## src/rtl/tkrc_pkg.sv

```systemverilog
// Shared types and constants for the keyed result cache.
package tkrc_pkg;

   localparam int KEY_W           = 40;
   localparam int TIME_W          = 32;
   localparam int WORD_W          = 32;
   localparam int CODE_W          = 4;
   localparam int SLOT_W          = 3;
   localparam int TTL_W           = 16;
   localparam int ENTRIES_DEFAULT = 8;

   localparam logic [TTL_W-1:0] TTL_RESET = 16'd300;

   // action codes
   localparam logic ACT_LOOKUP = 1'b0;
   localparam logic ACT_STORE  = 1'b1;

   // request beat
   typedef struct packed {
      logic              action;
      logic [KEY_W-1:0]  account_key;
      logic [TIME_W-1:0] now_seconds;
      logic              entitled;
      logic [WORD_W-1:0] result_word;
      logic [CODE_W-1:0] result_code;
   } req_type;

   // response beat
   typedef struct packed {
      logic              hit;
      logic [SLOT_W-1:0] slot;
      logic [WORD_W-1:0] payload_out;
      logic [CODE_W-1:0] code_out;
      logic              stored;
      logic              evicted_live;
   } rsp_type;

   // search record handed from cell to cell (slot indexes travel beside it)
   typedef struct packed {
      logic              valid;
      logic              live;
      logic              inv;
      logic              min_set;
      logic [TIME_W-1:0] min_exp;
      logic [WORD_W-1:0] payload;
      logic [CODE_W-1:0] code;
   } srch_type;

   // entry write broadcast to all cells (target slot travels beside it)
   typedef struct packed {
      logic              en;
      logic [KEY_W-1:0]  key;
      logic [TIME_W-1:0] expiry;
      logic [WORD_W-1:0] payload;
      logic [CODE_W-1:0] code;
   } wr_type;

endpackage

```

## src/rtl/tkrc_cell.sv

```systemverilog
// One cache entry plus one registered stage of the search chain.
module tkrc_cell #(
   parameter int ENTRIES = tkrc_pkg::ENTRIES_DEFAULT,
   parameter int INDEX   = 0,
   localparam int IDX_W  = $clog2(ENTRIES)
) (
   input  logic                          clock,
   input  logic                          reset,
   input  logic [tkrc_pkg::KEY_W-1:0]    key,
   input  logic [tkrc_pkg::TIME_W-1:0]   now,
   input  tkrc_pkg::wr_type              wr,
   input  logic [IDX_W-1:0]              wr_idx,
   input  tkrc_pkg::srch_type            s_in,
   input  logic [IDX_W-1:0]              live_idx_in,
   input  logic [IDX_W-1:0]              inv_idx_in,
   input  logic [IDX_W-1:0]              min_idx_in,
   output tkrc_pkg::srch_type            s_out,
   output logic [IDX_W-1:0]              live_idx_out,
   output logic [IDX_W-1:0]              inv_idx_out,
   output logic [IDX_W-1:0]              min_idx_out
);

   localparam logic [IDX_W-1:0] MY_IDX = IDX_W'(INDEX);

   logic                          valid_ff;
   logic [tkrc_pkg::KEY_W-1:0]    key_ff;
   logic [tkrc_pkg::TIME_W-1:0]   exp_ff;
   logic [tkrc_pkg::WORD_W-1:0]   pay_ff;
   logic [tkrc_pkg::CODE_W-1:0]   code_ff;

   tkrc_pkg::srch_type            s_ff, s_in_next;
   logic [IDX_W-1:0]              live_ff, live_in, inv_ff, inv_in, min_ff, min_in;
   logic                          match;

   // entry storage: valid bit resets, the rest is written on a store
   always_ff @(posedge clock) begin
      if (reset) begin
         valid_ff <= 1'b0;
      end else if (wr.en && wr_idx == MY_IDX) begin
         valid_ff <= 1'b1;
      end
      if (wr.en && wr_idx == MY_IDX) begin
         key_ff  <= wr.key;
         exp_ff  <= wr.expiry;
         pay_ff  <= wr.payload;
         code_ff <= wr.code;
      end
   end

   // fold this entry into the passing search record
   assign match = valid_ff && (key_ff == key) && (exp_ff > now);

   always_comb begin
      s_in_next = s_in;
      live_in   = live_idx_in;
      inv_in    = inv_idx_in;
      min_in    = min_idx_in;
      // first live match wins
      if (!s_in.live && match) begin
         s_in_next.live    = 1'b1;
         s_in_next.payload = pay_ff;
         s_in_next.code    = code_ff;
         live_in           = MY_IDX;
      end
      // first free slot
      if (!s_in.inv && !valid_ff) begin
         s_in_next.inv = 1'b1;
         inv_in        = MY_IDX;
      end
      // earliest expiry, strict compare keeps the lower index on ties
      if (!s_in.min_set || exp_ff < s_in.min_exp) begin
         s_in_next.min_set = 1'b1;
         s_in_next.min_exp = exp_ff;
         min_in            = MY_IDX;
      end
   end

   // stage register toward the next cell
   always_ff @(posedge clock) begin
      if (reset) begin
         s_ff <= '0;
      end else begin
         s_ff <= s_in_next;
      end
      live_ff <= live_in;
      inv_ff  <= inv_in;
      min_ff  <= min_in;
   end

   assign s_out        = s_ff;
   assign live_idx_out = live_ff;
   assign inv_idx_out  = inv_ff;
   assign min_idx_out  = min_ff;

endmodule

```

## src/rtl/ttl_keyed_result_cache.sv

```systemverilog
// The search record passes the launch register, each entry cell's stage register and
// the finish register, then the response register once the response slot is free.
// The record walks the cells one per cycle, with one request in flight at a time.
// A new request is taken while the previous response still waits to be taken.
// Reset (synchronous, active high) clears all entry valid bits and sets the TTL to 300.
module ttl_keyed_result_cache #(
   parameter int ENTRIES = tkrc_pkg::ENTRIES_DEFAULT,
   localparam int IDX_W  = $clog2(ENTRIES)
) (
   input  logic                        clock,
   input  logic                        reset,
   input  logic                        req_valid,
   output logic                        req_stall,
   input  tkrc_pkg::req_type           req_data,
   output logic                        rsp_valid,
   input  logic                        rsp_stall,
   output tkrc_pkg::rsp_type           rsp_data,
   input  logic                        csr_we,
   input  logic [tkrc_pkg::TTL_W-1:0]  csr_wdata
);

   typedef enum logic [1:0] {
      ST_IDLE,
      ST_SEARCH,
      ST_FINISH
   } state_type;

   state_type                      state_ff, state_in;
   tkrc_pkg::req_type              hold_ff, hold_in;
   logic                           launch_ff, launch_in;
   tkrc_pkg::srch_type             fin_ff, fin_in;
   logic [IDX_W-1:0]               fin_live_ff, fin_live_in;
   logic [IDX_W-1:0]               fin_inv_ff, fin_inv_in;
   logic [IDX_W-1:0]               fin_min_ff, fin_min_in;
   logic [tkrc_pkg::TTL_W-1:0]     ttl_ff, ttl_in;
   tkrc_pkg::rsp_type              rsp_ff, rsp_in;
   logic                           rsp_valid_ff, rsp_valid_in;
   tkrc_pkg::wr_type               wr_ff, wr_in;
   logic [IDX_W-1:0]               wr_idx_ff, wr_idx_in;

   // search chain wiring, index 0 is the head
   tkrc_pkg::srch_type             chain [0:ENTRIES];
   logic [IDX_W-1:0]               live_c [0:ENTRIES];
   logic [IDX_W-1:0]               inv_c  [0:ENTRIES];
   logic [IDX_W-1:0]               min_c  [0:ENTRIES];

   logic                           req_accept;
   logic                           rsp_free;
   logic                           do_store;
   logic [IDX_W-1:0]               sel_idx;
   logic [IDX_W+2:0]               sel_wide, live_wide;
   logic [tkrc_pkg::TIME_W:0]      exp_sum;
   logic [tkrc_pkg::TIME_W-1:0]    exp_sat;

   // head of the chain: an empty record marked valid for one cycle
   always_comb begin
      chain[0]       = '0;
      chain[0].valid = launch_ff;
      live_c[0]      = '0;
      inv_c[0]       = '0;
      min_c[0]       = '0;
   end

   // row of entry cells
   for (genvar i = 0; i < ENTRIES; i++) begin : g_cell
      tkrc_cell #(
         .ENTRIES (ENTRIES),
         .INDEX   (i)
      ) u_cell (
         .clock        (clock),
         .reset        (reset),
         .key          (hold_ff.account_key),
         .now          (hold_ff.now_seconds),
         .wr           (wr_ff),
         .wr_idx       (wr_idx_ff),
         .s_in         (chain[i]),
         .live_idx_in  (live_c[i]),
         .inv_idx_in   (inv_c[i]),
         .min_idx_in   (min_c[i]),
         .s_out        (chain[i+1]),
         .live_idx_out (live_c[i+1]),
         .inv_idx_out  (inv_c[i+1]),
         .min_idx_out  (min_c[i+1])
      );
   end

   assign req_accept = req_valid && !req_stall;
   assign rsp_free   = !rsp_valid_ff || !rsp_stall;

   // store decision from the finished search record
   assign do_store  = (hold_ff.action == tkrc_pkg::ACT_STORE) && hold_ff.entitled;
   assign sel_idx   = fin_ff.live ? fin_live_ff : (fin_ff.inv ? fin_inv_ff : fin_min_ff);
   assign sel_wide  = (IDX_W+3)'(sel_idx);
   assign live_wide = (IDX_W+3)'(fin_live_ff);
   assign exp_sum   = {1'b0, hold_ff.now_seconds} + (tkrc_pkg::TIME_W+1)'(ttl_ff);
   assign exp_sat   = exp_sum[tkrc_pkg::TIME_W] ? '1 : exp_sum[tkrc_pkg::TIME_W-1:0];

   // controller next state
   always_comb begin
      state_in     = state_ff;
      hold_in      = hold_ff;
      launch_in    = 1'b0;
      fin_in       = fin_ff;
      fin_live_in  = fin_live_ff;
      fin_inv_in   = fin_inv_ff;
      fin_min_in   = fin_min_ff;
      ttl_in       = csr_we ? csr_wdata : ttl_ff;
      rsp_in       = rsp_ff;
      rsp_valid_in = rsp_valid_ff && rsp_stall;
      wr_in        = wr_ff;
      wr_in.en     = 1'b0;
      wr_idx_in    = wr_idx_ff;
      case (state_ff)
         ST_IDLE: begin
            if (req_accept) begin
               hold_in   = req_data;
               launch_in = 1'b1;
               state_in  = ST_SEARCH;
            end
         end
         ST_SEARCH: begin
            // capture the record as it leaves the last cell
            if (chain[ENTRIES].valid) begin
               fin_in      = chain[ENTRIES];
               fin_live_in = live_c[ENTRIES];
               fin_inv_in  = inv_c[ENTRIES];
               fin_min_in  = min_c[ENTRIES];
               state_in    = ST_FINISH;
            end
         end
         ST_FINISH: begin
            if (rsp_free) begin
               rsp_in       = '0;
               rsp_valid_in = 1'b1;
               if (hold_ff.action == tkrc_pkg::ACT_LOOKUP) begin
                  if (fin_ff.live) begin
                     rsp_in.hit         = 1'b1;
                     rsp_in.slot        = live_wide[2:0];
                     rsp_in.payload_out = fin_ff.payload;
                     rsp_in.code_out    = fin_ff.code;
                  end
               end else if (do_store) begin
                  rsp_in.stored       = 1'b1;
                  rsp_in.slot         = sel_wide[2:0];
                  rsp_in.evicted_live = !fin_ff.live && !fin_ff.inv;
                  wr_in.en            = 1'b1;
                  wr_in.key           = hold_ff.account_key;
                  wr_in.expiry        = exp_sat;
                  wr_in.payload       = hold_ff.result_word;
                  wr_in.code          = hold_ff.result_code;
                  wr_idx_in           = sel_idx;
               end
               state_in = ST_IDLE;
            end
         end
         default: begin
            state_in = ST_IDLE;
         end
      endcase
   end

   // controller state and registered outputs
   always_ff @(posedge clock) begin
      if (reset) begin
         state_ff     <= ST_IDLE;
         launch_ff    <= 1'b0;
         ttl_ff       <= tkrc_pkg::TTL_RESET;
         rsp_valid_ff <= 1'b0;
         wr_ff        <= '0;
      end else begin
         state_ff     <= state_in;
         launch_ff    <= launch_in;
         ttl_ff       <= ttl_in;
         rsp_valid_ff <= rsp_valid_in;
         wr_ff        <= wr_in;
      end
      hold_ff     <= hold_in;
      fin_ff      <= fin_in;
      fin_live_ff <= fin_live_in;
      fin_inv_ff  <= fin_inv_in;
      fin_min_ff  <= fin_min_in;
      rsp_ff      <= rsp_in;
      wr_idx_ff   <= wr_idx_in;
   end

   assign req_stall = (state_ff != ST_IDLE);
   assign rsp_valid = rsp_valid_ff;
   assign rsp_data  = rsp_ff;

endmodule
```

## config.mk

```make
export PLATFORM = sky130hd
export DESIGN_NAME = ttl_keyed_result_cache
export DESIGN_NICKNAME = d
export VERILOG_FILES = /design/src/rtl/tkrc_pkg.sv /design/src/rtl/tkrc_cell.sv /design/src/rtl/ttl_keyed_result_cache.sv
export SDC_FILE = /design/constraint.sdc
export NUM_CORES = 2
export LEC_CHECK = 0
export BUFFER_PORTS_ARGS = -buffer_cell sky130_fd_sc_hd__buf_2
export CAP_MARGIN = 15
export CORE_ASPECT_RATIO = 1.5
export CORE_MARGIN = 2
export CORE_UTILIZATION = 40
export DETAILED_ROUTE_END_ITERATION = 8
export GPL_TIMING_DRIVEN = 1
export HOLD_SLACK_MARGIN = 0.12
export PLACE_DENSITY = 0.63
export SLEW_MARGIN = 20
export SYNTH_ARGS = -nofsm -noshare
export SYNTH_HDL_FRONTEND = slang
export SYNTH_SLANG_ARGS = --single-unit
```

## constraint.sdc

```tcl
create_clock -name clock -period 17.9 [get_ports clock]
set_input_delay 2.685 -clock clock [delete_from_list [all_inputs] [get_ports clock]]
set_output_delay 2.685 -clock clock [all_outputs]
set_load 0.01 [all_outputs]
```

==> results_dict.tcl <==
set metrics [dict create \
    place.gp.congestion 0.889 \
    r2r-start "hold_ff[66]$_DFFE_PP_" \
    hp-start "g_cell[7].u_cell.inv_idx_out[1]$_SDFF_PP1_" \
    status "complete, no violations" \
    hp-class "reg -> reg" \
    r2r_end "g_cell[4].u_cell.s_out[6]$_SDFF_PP0_" \
    seq_area_frac_synth 0.643 \
    ant_nets 0 \
    skew_ns 0.0638 \
    async_reset_ff_frac 0 \
    first_iter_violations 2982 \
    rows 191 \
    rsz0062_at_grt "no" \
    p_per_area_nw_per_um2 99.9 \
    synth_top_cell_by_area "edfxtp_1" \
    synth_top_family_by_area "adder cells" \
    nNetsFinal 6380 \
    crit_required_ns 18.57 \
    rrSetupSlack_ns 13.01 \
    multiInputGateArea_sq_um 24000 \
    dp_hpwl_um 129000 \
    cts_buffers 170 \
    die_x_um 352 \
    tns_ns 0 \
    grt_max_degree 190 \
    max_slew_margin 0.217 \
    initial_utilization 0.402 \
    ys_seq_elements 1797 \
    fin_util 0.452 \
    synthTopCellsByArea "edfxtp_1 44%, dfxtp_1 20%, ha_1 8.4%" \
    met1_length_um 75800 \
    postRouteWirelength_um 191000 \
    io_pins 175 \
    synth_compound_area_frac 0.0612 \
    cts_sinks 1797 \
    syn_area_sq_um 72500 \
    worst_pin_slew_ns 1.16 \
    final-max-slew-violation-count 0 \
    critical_path.max_fanout 30 \
    post-cts-setup-buffers 0 \
    synth.top_cell.area_share 0.441 \
    grt_pass1_wl_um 281000 \
    maxCapViolations 0 \
    finalHoldViolCount 0 \
    die_h_um 525 \
    h-tree-depth 4 \
    ff2ff_path_depth 10 \
    worstPathArrival_ns 5.56 \
    syn_area_per_cell_sq_um 13.0 \
    core_area_sq_um 180000 \
    insertion_delay_ns 0.84 \
    clockRootBuffer "clkbuf_16" \
    track_usage 0.205 \
    place_ws_ns 12.35 \
    period_share 0.273 \
    peakVddDrop_v 0.0000740 \
    cts.clk_slew.worst_paths_ns 0.07 \
    seqCellArea_sq_um 46600 \
    hold_buffers 0 \
    wl_met3_um 9420 \
    yosysWarnings 0 \
    fin_ws_ns 13.01 \
    fin_crit_ns 4.89 \
    worst_setup_path_end_kind "flip-flop" \
    ctsResizeCount 0 \
    fmax_mhz 204 \
    areaGrowthSynthToFinish_pct 12.5 \
    synth_cell_type_count 69 \
    drc 0 \
    p_leak_nw 33.7 \
    gr-total-overflow 0 \
    syn_nets 6177 \
    worstHoldEndpoint "fin_inv_ff[1]$_DFFE_PP_" \
    fillerInstances 16100 \
    post_drt_via_cell_ratio 5.24 \
    synth_simple_gate_area_frac 0.0814 \
    hold_depth 0 \
    cts_tree "done" \
    clk_path_buf_depth 4 \
    drive_gt1_frac 0.0918 \
    synth-edff-count 1066 \
    die_area_sq_um 185000 \
    wire_per_inst_um 23.0 \
    grt_antenna_before_repair 15 \
    vias 43500 \
    yosys.area_share.xor_xnor 0.0411 \
    setup_viol 0 \
    io_buffer_count 174 \
    grt_pass1_vias 44200 \
    top_layer_used "met5" \
    worstSetupPathType "reg -> reg" \
    drtPass1Iterations 5 \
    syn_inst 5556 \
    synthFlopType "edfxtp_1" \
    crit_path_start_kind "flip-flop" \
    synthAdderAreaFrac 0.0847 \
    wl_met2_um 95700 \
    muxShareOfSynthArea 0.0596 \
]
==> state kept, by name (all words and copies together), names as in the netlist <==
register,cells
g_cell.u_cell.s_out,543
g_cell.u_cell.key_ff,320
g_cell.u_cell.exp_ff,256
g_cell.u_cell.pay_ff,256
hold_ff,110
wr_ff,109
rsp_data,42
fin_ff,38
g_cell.u_cell.code_ff,32
g_cell.u_cell.inv_idx_out,17
g_cell.u_cell.live_idx_out,17
g_cell.u_cell.min_idx_out,17
ttl_ff,16
g_cell.u_cell.valid_ff,8
fin_inv_ff,3
fin_live_ff,3
fin_min_ff,3
wr_idx_ff,3
state_ff,2
launch_ff,1
rsp_valid,1
==> cells in the final DEF (no fill, tap or decap), drive strengths merged, types with 242 or more instances in the layout <==
cell type and count:
inv 307, ha 489, dfxtp 731, clkbuf 245
nor2 494, nand2 324, edfxtp 1066, a21oi 285
buf 242, mux2i 432
==> worst max-delay path, stage by stage, from the launching register on <==
cell and delay, ns:
edfxtp_1 0.46, inv_1 0.53, ha_1 0.27, nand4_1 0.19, nor4_2 1.05, o31ai_1 0.25
a41oi_2 0.36, and2b_2 0.56, buf_4 0.64, mux2i_1 0.30, nor2_1 0.06
==> kinds of logic (layout without fill, tap and decap cells) <==
| logic type | after synthesis | after routing |
|---|---|---|
| other | 0 | 2 |
| flip-flops | 1797 | 1797 |
| multiplexers | 432 | 432 |
| AO/OA/AOI/OAI | 710 | 710 |
| buffers and inverters | 513 | 848 |
| adder cells (fa/ha/maj) | 490 | 490 |
| XOR/XNOR | 340 | 340 |
| AND/OR/NAND/NOR | 1274 | 1274 |
==> Yosys cell counts, types with 11 or more instances <==
library cell,count
nand3_1,38
dfxtp_1,731
nand2_1,324
ha_1,489
and2_1,77
buf_2,48
nand2b_1,26
nand4_1,109
a21oi_1,285
mux2i_1,432
nor2_1,494
a211oi_1,15
a31oi_1,14
or2_2,23
and3_1,11
o211ai_1,12
nor2b_1,64
edfxtp_1,1066
xnor2_1,138
a21o_1,125
inv_1,300
nor4_1,58
o2111ai_1,33
xor2_1,202
nor3_1,22
o31ai_1,37
o21ai_0,113
clkbuf_1,143
and4_1,14
o21a_1,13
==> metrics by stage <==
stage	hold WS [ns]	area, sq um	std cells	total power, mW
floorplan	0.386	72500	5556	4.62
global placement	0.388	76200	7999	4.71
detailed placement	0.389	76200	7999	4.72
CTS	0.393	81600	8303	8.22
global route	0.407	81600	8304	8.39
finish	0.400	81600	8305	8.15
==> report_power, final <==
group / internal (mW) / switching, mW / total, mW
logic: 0.0787 / 0.155 / 0.233
registers: 4.36 / 0.0306 / 4.39
clock network: 1.99 / 1.54 / 3.53
==> how the worst max path moves through the flow <==
stage	from	to	slack, ns	cells past startpoint
floorplan	wr_idx_ff[2]$_DFFE_PP_	g_cell[0].u_cell.code_ff[0]$_DFFE_PP_	9.29	2
global placement	reset	g_cell[0].u_cell.s_out[30]$_SDFF_PP0_	12.40	8
detailed placement	reset	g_cell[0].u_cell.s_out[22]$_SDFF_PP0_	12.35	8
CTS	hold_ff[66]$_DFFE_PP_	g_cell[4].u_cell.s_out[6]$_SDFF_PP0_	13.09	10
global route	hold_ff[66]$_DFFE_PP_	g_cell[4].u_cell.s_out[30]$_SDFF_PP0_	12.96	10
finish	hold_ff[66]$_DFFE_PP_	g_cell[4].u_cell.s_out[6]$_SDFF_PP0_	13.01	10
==> routing by layer <==
| metal | up-vias | GRT usage |
|---|---|---|
| met5 | - | 0 |
| met3 | 386 | 0.0258 |
| met4 | 4 | 0.0975 |
| li1 | 20300 | - |
| met2 | 1125 | 0.360 |
| met1 | 21700 | 0.247 |
==> area by class of cell <==
type                       instances  area share
antenna                            2   0.0000614
multi-input combinational       3246       0.294
timing repair buffer             242      0.0173
clock buffer                     245      0.0594
clock inverter                    59     0.00656
inverter                         302      0.0140
tap                             2412      0.0370
sequential                      1797       0.572
No activity file was read; power rests on OpenSTA's default activity.
